### src/rtl/core/hsvrgb_pkg.sv
// Shared types and constants for the HSV to RGB converter.
`default_nettype none

package hsvrgb_pkg;

    localparam int HUE_BITS    = 11;
    localparam int FRAC_BITS   = 8;
    localparam int SECTOR_BITS = 3;

    localparam logic [FRAC_BITS:0]   FRAC_ONE  = 9'd256;
    localparam logic [FRAC_BITS-1:0] FRAC_HALF = 8'd128;

    localparam logic [SECTOR_BITS-1:0] SECTOR_COUNT = 3'd6;
    localparam logic [SECTOR_BITS-1:0] SEC_0 = 3'd0;
    localparam logic [SECTOR_BITS-1:0] SEC_1 = 3'd1;
    localparam logic [SECTOR_BITS-1:0] SEC_2 = 3'd2;
    localparam logic [SECTOR_BITS-1:0] SEC_3 = 3'd3;
    localparam logic [SECTOR_BITS-1:0] SEC_4 = 3'd4;

    typedef struct packed {
        logic                   valid;
        logic                   gray;
        logic [SECTOR_BITS-1:0] sector;
    } hsvrgb_ctrl_t;

endpackage

`default_nettype wire

### src/rtl/core/hsvrgb_front.sv
// Front stages: sector reduction and rounded saturation-fraction products.
`default_nettype none

module hsvrgb_front #(
    parameter int CHANNEL_BITS = 8
) (
    input  wire logic                                 clk,
    input  wire logic                                 rst_n,
    input  wire logic                                 en1,
    input  wire logic                                 en2,
    input  wire logic                                 in_valid,
    input  wire logic [hsvrgb_pkg::HUE_BITS-1:0]      hue,
    input  wire logic [CHANNEL_BITS-1:0]              saturation,
    input  wire logic [CHANNEL_BITS-1:0]              brightness,
    output logic                                      st1_valid,
    output hsvrgb_pkg::hsvrgb_ctrl_t                  ctrl2,
    output logic [CHANNEL_BITS-1:0]                   sat2,
    output logic [CHANNEL_BITS-1:0]                   val2,
    output logic [CHANNEL_BITS-1:0]                   sf2,
    output logic [CHANNEL_BITS-1:0]                   sg2
);

    localparam int PW = CHANNEL_BITS + hsvrgb_pkg::FRAC_BITS + 1;

    hsvrgb_pkg::hsvrgb_ctrl_t ctrl1_reg, ctrl1_next, ctrl2_reg;
    logic [hsvrgb_pkg::SECTOR_BITS-1:0] sec_raw;
    logic [hsvrgb_pkg::SECTOR_BITS-1:0] sec_mod;
    logic [hsvrgb_pkg::FRAC_BITS-1:0]   frac1_reg;
    logic [hsvrgb_pkg::FRAC_BITS:0]     frac_comp;
    logic [CHANNEL_BITS-1:0]            sat1_reg, val1_reg;
    logic [CHANNEL_BITS-1:0]            sat2_reg, val2_reg;
    logic [CHANNEL_BITS-1:0]            sf_next, sg_next, sf2_reg, sg2_reg;
    logic [PW-1:0]                      sf_prod, sg_prod;

    // fold sectors six and seven back onto zero and one
    always_comb
    begin
        sec_raw = hue[hsvrgb_pkg::HUE_BITS-1 -: hsvrgb_pkg::SECTOR_BITS];
        if (sec_raw >= hsvrgb_pkg::SECTOR_COUNT)
        begin
            sec_mod = sec_raw - hsvrgb_pkg::SECTOR_COUNT;
        end
        else
        begin
            sec_mod = sec_raw;
        end
        ctrl1_next.valid  = in_valid;
        ctrl1_next.gray   = (saturation == '0);
        ctrl1_next.sector = sec_mod;
    end

    always_comb
    begin
        frac_comp = hsvrgb_pkg::FRAC_ONE - {1'b0, frac1_reg};
        sf_prod   = PW'(sat1_reg) * PW'(frac1_reg) + PW'(hsvrgb_pkg::FRAC_HALF);
        sg_prod   = PW'(sat1_reg) * PW'(frac_comp) + PW'(hsvrgb_pkg::FRAC_HALF);
        sf_next   = sf_prod[hsvrgb_pkg::FRAC_BITS +: CHANNEL_BITS];
        sg_next   = sg_prod[hsvrgb_pkg::FRAC_BITS +: CHANNEL_BITS];
    end

    always_ff @(posedge clk or negedge rst_n)
    begin
        if (!rst_n)
        begin
            ctrl1_reg <= '0;
            ctrl2_reg <= '0;
        end
        else
        begin
            if (en1)
            begin
                ctrl1_reg <= ctrl1_next;
            end
            if (en2)
            begin
                ctrl2_reg <= ctrl1_reg;
            end
        end
    end

    always_ff @(posedge clk)
    begin
        if (en1)
        begin
            frac1_reg <= hue[hsvrgb_pkg::FRAC_BITS-1:0];
            sat1_reg  <= saturation;
            val1_reg  <= brightness;
        end
        if (en2)
        begin
            sat2_reg <= sat1_reg;
            val2_reg <= val1_reg;
            sf2_reg  <= sf_next;
            sg2_reg  <= sg_next;
        end
    end

    assign st1_valid = ctrl1_reg.valid;
    assign ctrl2     = ctrl2_reg;
    assign sat2      = sat2_reg;
    assign val2      = val2_reg;
    assign sf2       = sf2_reg;
    assign sg2       = sg2_reg;

endmodule

`default_nettype wire

### src/rtl/core/hsvrgb_lane.sv
// One scaling lane: v*(M-k) plus half of M, then a coarse quotient by M.
`default_nettype none

module hsvrgb_lane #(
    parameter int CHANNEL_BITS = 8
) (
    input  wire logic                        clk,
    input  wire logic                        en3,
    input  wire logic                        en4,
    input  wire logic [CHANNEL_BITS-1:0]     val,
    input  wire logic [CHANNEL_BITS-1:0]     k,
    output logic [2*CHANNEL_BITS-1:0]        z4,
    output logic [CHANNEL_BITS:0]            quo4
);

    localparam int ZW = 2 * CHANNEL_BITS;
    localparam logic [CHANNEL_BITS-1:0] CHAN_MAX = '1;
    localparam logic [ZW-1:0] HALF_M = ZW'((64'd1 << (CHANNEL_BITS - 1)) - 64'd1);

    logic [CHANNEL_BITS-1:0] comp;
    logic [ZW-1:0]           z_next, z3_reg, z4_reg;
    logic [ZW:0]             approx;
    logic [CHANNEL_BITS:0]   quo_next, quo4_reg;

    always_comb
    begin
        comp   = CHAN_MAX - k;
        z_next = ZW'(val) * ZW'(comp) + HALF_M;
    end

    // z/M ~ (z + z/2^N)/2^N, low by at most one
    always_comb
    begin
        approx   = (ZW + 1)'(z3_reg) + (ZW + 1)'(z3_reg >> CHANNEL_BITS);
        quo_next = approx[CHANNEL_BITS +: CHANNEL_BITS + 1];
    end

    always_ff @(posedge clk)
    begin
        if (en3)
        begin
            z3_reg <= z_next;
        end
        if (en4)
        begin
            z4_reg   <= z3_reg;
            quo4_reg <= quo_next;
        end
    end

    assign z4   = z4_reg;
    assign quo4 = quo4_reg;

endmodule

`default_nettype wire

### src/rtl/core/hsvrgb_back.sv
// Back stage: quotient correction, sector permutation and output register.
`default_nettype none

module hsvrgb_back #(
    parameter int CHANNEL_BITS = 8
) (
    input  wire logic                          clk,
    input  wire logic                          rst_n,
    input  wire logic                          en_out,
    input  wire hsvrgb_pkg::hsvrgb_ctrl_t      ctrl4,
    input  wire logic [CHANNEL_BITS-1:0]       val4,
    input  wire logic [2*CHANNEL_BITS-1:0]     zp,
    input  wire logic [CHANNEL_BITS:0]         qp,
    input  wire logic [2*CHANNEL_BITS-1:0]     zq,
    input  wire logic [CHANNEL_BITS:0]         qq,
    input  wire logic [2*CHANNEL_BITS-1:0]     zt,
    input  wire logic [CHANNEL_BITS:0]         qt,
    output logic                               out_valid,
    output logic [CHANNEL_BITS-1:0]            red,
    output logic [CHANNEL_BITS-1:0]            green,
    output logic [CHANNEL_BITS-1:0]            blue
);

    localparam int RW = 2 * CHANNEL_BITS + 1;
    localparam logic [CHANNEL_BITS-1:0] CHAN_MAX = '1;

    logic                    valid_reg;
    logic [CHANNEL_BITS-1:0] p_val, q_val, t_val;
    logic [CHANNEL_BITS-1:0] red_next, green_next, blue_next;
    logic [CHANNEL_BITS-1:0] red_reg, green_reg, blue_reg;

    // bump the coarse quotient when the remainder reaches M
    function automatic logic [CHANNEL_BITS-1:0] fix_quo(
        input logic [2*CHANNEL_BITS-1:0] z,
        input logic [CHANNEL_BITS:0]     q1
    );
        logic [RW-1:0] rem;
        rem = RW'(z) - (RW'(q1) << CHANNEL_BITS) + RW'(q1);
        if (rem >= RW'(CHAN_MAX))
        begin
            return CHANNEL_BITS'(q1 + 1'b1);
        end
        return CHANNEL_BITS'(q1);
    endfunction

    always_comb
    begin
        p_val = fix_quo(zp, qp);
        q_val = fix_quo(zq, qq);
        t_val = fix_quo(zt, qt);
        if (ctrl4.gray)
        begin
            red_next   = val4;
            green_next = val4;
            blue_next  = val4;
        end
        else
        begin
            unique case (ctrl4.sector)
                hsvrgb_pkg::SEC_0:
                begin
                    red_next = val4;  green_next = t_val; blue_next = p_val;
                end
                hsvrgb_pkg::SEC_1:
                begin
                    red_next = q_val; green_next = val4;  blue_next = p_val;
                end
                hsvrgb_pkg::SEC_2:
                begin
                    red_next = p_val; green_next = val4;  blue_next = t_val;
                end
                hsvrgb_pkg::SEC_3:
                begin
                    red_next = p_val; green_next = q_val; blue_next = val4;
                end
                hsvrgb_pkg::SEC_4:
                begin
                    red_next = t_val; green_next = p_val; blue_next = val4;
                end
                default:
                begin
                    // sector five
                    red_next = val4;  green_next = p_val; blue_next = q_val;
                end
            endcase
        end
    end

    always_ff @(posedge clk or negedge rst_n)
    begin
        if (!rst_n)
        begin
            valid_reg <= 1'b0;
        end
        else if (en_out)
        begin
            valid_reg <= ctrl4.valid;
        end
    end

    always_ff @(posedge clk)
    begin
        if (en_out)
        begin
            red_reg   <= red_next;
            green_reg <= green_next;
            blue_reg  <= blue_next;
        end
    end

    assign out_valid = valid_reg;
    assign red       = red_reg;
    assign green     = green_reg;
    assign blue      = blue_reg;

endmodule

`default_nettype wire

### src/rtl/core/hsv_to_rgb_converter_top.sv
// Top level of the pipelined HSV to RGB pixel converter.
//
// Input channel: in_valid / in_stall carry one HSV word (hue, saturation,
// brightness). A word is taken at a rising edge with in_valid high and
// in_stall low. Hue is sector*256 + fraction; 1536 is a full turn.
// Output channel: out_valid / out_stall carry one RGB word (red, green, blue),
// taken at a rising edge with out_valid high and out_stall low.
// Throughput: one word per cycle while out_stall stays low, set by the five
// register stages each advancing unless held; no stage iterates.
// Depth: five register stages between the input word and out_valid.
// Stages: input register, fraction products, v*(M-k) lanes, coarse divide
// by M, then correction plus permutation into the output register.
// Stall: each stage holds while the stage after it is full and held, so a
// stalled receiver backs the pipe up word by word; bubbles collapse, and
// in_stall rises only when every stage is full. Nothing is dropped or doubled.
// Reset: rst_n clears all valid bits at once; payload registers keep garbage
// until loaded. No configuration and no clearing pass.
`default_nettype none

module hsv_to_rgb_converter_top #(
    parameter int CHANNEL_BITS = 8
) (
    input  wire logic                             clk,
    input  wire logic                             rst_n,
    input  wire logic                             in_valid,
    output logic                                  in_stall,
    input  wire logic [hsvrgb_pkg::HUE_BITS-1:0]  hue,
    input  wire logic [CHANNEL_BITS-1:0]          saturation,
    input  wire logic [CHANNEL_BITS-1:0]          brightness,
    output logic                                  out_valid,
    input  wire logic                             out_stall,
    output logic [CHANNEL_BITS-1:0]               red,
    output logic [CHANNEL_BITS-1:0]               green,
    output logic [CHANNEL_BITS-1:0]               blue
);

    localparam int ZW = 2 * CHANNEL_BITS;

    logic en1, en2, en3, en4, en_out;
    logic st1_valid;

    hsvrgb_pkg::hsvrgb_ctrl_t ctrl2, ctrl3_reg, ctrl4_reg;

    logic [CHANNEL_BITS-1:0] sat2, val2, sf2, sg2;
    logic [CHANNEL_BITS-1:0] val3_reg, val4_reg;
    logic [ZW-1:0]           zp, zq, zt;
    logic [CHANNEL_BITS:0]   qp, qq, qt;

    // A stage loads when it is empty or when the stage after it loads too.
    always_comb
    begin
        en_out   = !out_valid || !out_stall;
        en4      = !ctrl4_reg.valid || en_out;
        en3      = !ctrl3_reg.valid || en4;
        en2      = !ctrl2.valid || en3;
        en1      = !st1_valid || en2;
        in_stall = !en1;
    end

    hsvrgb_front #(
        .CHANNEL_BITS (CHANNEL_BITS)
    ) u_front (
        .clk        (clk),
        .rst_n      (rst_n),
        .en1        (en1),
        .en2        (en2),
        .in_valid   (in_valid),
        .hue        (hue),
        .saturation (saturation),
        .brightness (brightness),
        .st1_valid  (st1_valid),
        .ctrl2      (ctrl2),
        .sat2       (sat2),
        .val2       (val2),
        .sf2        (sf2),
        .sg2        (sg2)
    );

    // p scales by s, q by sf, t by sg
    hsvrgb_lane #(
        .CHANNEL_BITS (CHANNEL_BITS)
    ) u_lane_p (
        .clk  (clk),
        .en3  (en3),
        .en4  (en4),
        .val  (val2),
        .k    (sat2),
        .z4   (zp),
        .quo4 (qp)
    );

    hsvrgb_lane #(
        .CHANNEL_BITS (CHANNEL_BITS)
    ) u_lane_q (
        .clk  (clk),
        .en3  (en3),
        .en4  (en4),
        .val  (val2),
        .k    (sf2),
        .z4   (zq),
        .quo4 (qq)
    );

    hsvrgb_lane #(
        .CHANNEL_BITS (CHANNEL_BITS)
    ) u_lane_t (
        .clk  (clk),
        .en3  (en3),
        .en4  (en4),
        .val  (val2),
        .k    (sg2),
        .z4   (zt),
        .quo4 (qt)
    );

    // Carry valid, gray flag and sector alongside the lanes.
    always_ff @(posedge clk or negedge rst_n)
    begin
        if (!rst_n)
        begin
            ctrl3_reg <= '0;
            ctrl4_reg <= '0;
        end
        else
        begin
            if (en3)
            begin
                ctrl3_reg <= ctrl2;
            end
            if (en4)
            begin
                ctrl4_reg <= ctrl3_reg;
            end
        end
    end

    always_ff @(posedge clk)
    begin
        if (en3)
        begin
            val3_reg <= val2;
        end
        if (en4)
        begin
            val4_reg <= val3_reg;
        end
    end

    hsvrgb_back #(
        .CHANNEL_BITS (CHANNEL_BITS)
    ) u_back (
        .clk       (clk),
        .rst_n     (rst_n),
        .en_out    (en_out),
        .ctrl4     (ctrl4_reg),
        .val4      (val4_reg),
        .zp        (zp),
        .qp        (qp),
        .zq        (zq),
        .qq        (qq),
        .zt        (zt),
        .qt        (qt),
        .out_valid (out_valid),
        .red       (red),
        .green     (green),
        .blue      (blue)
    );

endmodule

`default_nettype wire

### config.mk
export PLATFORM = sky130hd
export DESIGN_NAME = hsv_to_rgb_converter_top
export DESIGN_NICKNAME = d
export VERILOG_FILES = /design/src/rtl/core/hsvrgb_pkg.sv /design/src/rtl/core/hsvrgb_front.sv /design/src/rtl/core/hsvrgb_lane.sv /design/src/rtl/core/hsvrgb_back.sv /design/src/rtl/core/hsv_to_rgb_converter_top.sv
export SDC_FILE = /design/constraint.sdc
export NUM_CORES = 1
export LEC_CHECK = 0
export BUFFER_PORTS_ARGS = -buffer_cell sky130_fd_sc_hd__buf_2
export CAP_MARGIN = 10
export CORE_ASPECT_RATIO = 1.4
export CORE_UTILIZATION = 29
export CTS_BUF_LIST = sky130_fd_sc_hd__clkbuf_8
export DETAILED_ROUTE_END_ITERATION = 8
export GPL_ROUTABILITY_DRIVEN = 0
export PLACE_DENSITY = 0.48
export SLEW_MARGIN = 20
export SYNTH_ARGS = -nofsm -noshare
export SYNTH_HDL_FRONTEND = slang
export SYNTH_SLANG_ARGS = --single-unit
### constraint.sdc
create_clock -name clk -period 10.01 [get_ports clk]
set_clock_uncertainty 0.1 [all_clocks]
set_input_delay 0.5005 -clock clk [delete_from_list [all_inputs] [get_ports clk]]
set_output_delay 0.5005 -clock clk [all_outputs]
set_load 0.01 [all_outputs]
==> results_dict.tcl <==
set metrics [dict create \
    outcome "finished, final reports clean" \
    utilization_pct 32.6 \
    synth-warning-count 0 \
    drt-wirelength-per-cell_um 15.3 \
    ys_async_sr_fraction_pct 8.75 \
    dp_cells 3365 \
    rsz0062_at_grt "no" \
    antenna_found_initial 1 \
    synth_area_leaders "edfxtp_1 28%, fa_1 17%, ha_1 15%, inv_1 5.6%, nand2b_1 3.9%" \
    worstHoldPathType "input pin to flip-flop" \
    fp-row-count 123 \
    mostFrequentLayoutCells "365 x inv_1, 291 x ha_1, 219 x edfxtp_1, 204 x fa_1, 146 x nand2b_1" \
    die_y_um 339 \
    cts_root_buf "clkbuf_8" \
    syn_inst 2287 \
    worstPathRequired_ns 10.27 \
    worstSetupPathType "flip-flop to flip-flop" \
    drt_wl_total_mm 53.2 \
    synth_cell_types 77 \
    max-cap-violations 0 \
    fillers 8332 \
    synth_edf_count 219 \
    cts_max_level 2 \
    hpwl_mm 42.2 \
    num_vias 16200 \
    cts.clk_slew.worst_paths_ns 0.07 \
    clk_path_buf_depth 3 \
    grt_max_degree 58 \
    hold_violations 0 \
    arrival_ns 6.09 \
    critPathCaptureType "flip-flop" \
    netlist.area_leader.share_pct 27.9 \
    synth-seq-cells 240 \
    cts_tree "done" \
    setup-tns-final_ns 0 \
    dieArea_um2 82300 \
    cts_buffers 44 \
    ant_nets 0 \
    post_layout_nonfiller_instances 3478 \
    post-place-ws_ns 4.18 \
    synth_area_um2 23500 \
    grt.overflow.total 0 \
    min_period_over_period_pct 58.3 \
    setup_slack_ns 4.18 \
    synth_area_per_cell_um2 10.3 \
    synth-main-ff-cell "edfxtp_1" \
    yosysSeqAreaShare_pct 30.2 \
    insertion_delay_ns 0.63 \
    grt.total_usage_pct 13.3 \
    core_area_um2 80300 \
    setup_viol 0 \
    drive_gt1_share_pct 6.63 \
    grt_pass1_vias 17700 \
    nNetsFinal 2904 \
    post_cts_buffers 0 \
    synthesis.nets 2813 \
    start_util_pct 29.3 \
    critical_path.max_fanout 11 \
    die_w_um 243 \
    relSlewSlack_pct 28.6 \
    io_pins 57 \
    synth_top_cell_by_area "edfxtp_1" \
    cts.sinks 240 \
    worst_pin_slew_ns 1.07 \
    crit_path_start_kind "flip-flop" \
    post-route-min-period_ns 5.83 \
    drt_pass1_iterations 5 \
    drtIter0Drc 634 \
    via_per_inst 4.67 \
    fmax_mhz 171 \
    port_buffers 56 \
    layout_commonest_cell "inv_1" \
    slew_viol_final 0 \
    drc 0 \
    grt_pass1_wl_mm 89.4 \
    syn_to_final_growth_pct 11.3 \
]
worst max-delay path, cell delays in order, from the launching register on:
cell and delay [ns]:
edfxtp_1 0.50, inv_1 0.12, ha_1 0.18, nand2_1 0.08
or3_1 0.34, xor2_1 0.43, nand2_1 0.15, fa_1 0.50
fa_1 0.51, inv_1 0.05, fa_1 0.55, fa_1 0.42
ha_1 0.28, a21oi_1 0.21, nor2b_1 0.09, o21ai_0 0.16
nand2b_1 0.14, a211oi_1 0.36, o21bai_1 0.15, a21oi_1 0.20
xnor2_1 0.08
layout make-up:
class / instances / area [µm²] / share of cell area (%)
antenna: 2 / 5.00 / 0.0191
clock buffer: 44 / 606 / 2.31
clock inverter: 38 / 238 / 0.908
inverter: 356 / 1340 / 5.11
multi-input combinational: 1640 / 14900 / 56.9
sequential: 240 / 7100 / 27.1
tap: 1062 / 1330 / 5.08
timing repair buffer: 96 / 658 / 2.51
metrics by stage:
step / hold slack, ns / area (µm²)
5_1_grt: 0.0484 / 26200
3_3_place_gp: 0.302 / 25000
4_1_cts: 0.0183 / 26200
3_5_place_dp: 0.306 / 25000
2_1_floorplan: 0.105 / 23500
6_report: 0.0874 / 26200
what timing repair did:
item | 4_1_cts | 5_1_grt
hold buffers | 28 | 0
gates resized for setup | 0 | 0
hold endpoints to repair | 48 | 0
cells in the mapped netlist (5+ instances only):
cell type,number
o22a_1,5
a21o_1,29
o21a_1,21
and3_1,18
xor2_1,34
nand3_1,32
clkbuf_1,45
o21ai_0,55
a221oi_1,5
and2_1,91
ha_1,291
a211oi_1,11
or3_1,10
a31oi_1,6
fa_1,204
edfxtp_1,219
mux2_2,10
o22ai_1,10
or2_2,8
nor2_1,101
nand2_1,111
o31a_1,7
nor4_1,11
dfrtp_1,21
a21oi_1,72
mux2i_1,13
nand4_1,18
o31ai_1,8
o211ai_1,8
nor3_1,38
nor2b_1,80
inv_1,353
a2111oi_0,6
and4_1,5
nand2b_1,146
xnor2_1,90
o21bai_1,12
logic make-up (layout without fill, tap and decap cells):
family / Yosys count / count (layout) / synth area share, %
buffers and inverters: 407 / 534 / 6.52
AO/OA/AOI/OAI: 308 / 308 / 8.87
multiplexers: 23 / 23 / 1.03
other: 0 / 2 / 0
adder cells (fa/ha/maj): 495 / 495 / 32.8
flip-flops: 240 / 240 / 30.2
AND/OR/NAND/NOR: 690 / 690 / 16.0
XOR/XNOR: 124 / 124 / 4.62
routing by layer:
metal / global-route usage, % / vias up / wire length [µm]
li1: - / 7893 / -
met1: 15.4 / 7966 / 22300
met2: 24.1 / 285 / 26900
met3: 1.88 / 101 / 1740
met4: 5.69 / 0 / 2240
met5: 0 / - / 0
final timing paths:
check	start	endpoint	slack [ns]	depth (start not counted)
worst max-delay path	u_front.frac1_reg[0]	u_front.sg2[7]	4.18	20
worst min-delay path	hue[10]	u_front.ctrl1_reg[1]	0.09	3
worst max register to register	u_front.frac1_reg[0]	u_front.sg2[7]	4.18	20
worst min register to register	val3_reg[3]	val4_reg[3]	0.28	0
max in group asynchronous	rst_n	u_front.ctrl2[1]	9.16	2
min in group asynchronous	rst_n	u_front.ctrl1_reg[1]	0.29	2
Power is not shown: default switching activity piles up to over one toggle a cycle in this logic, so the estimate is an artifact.
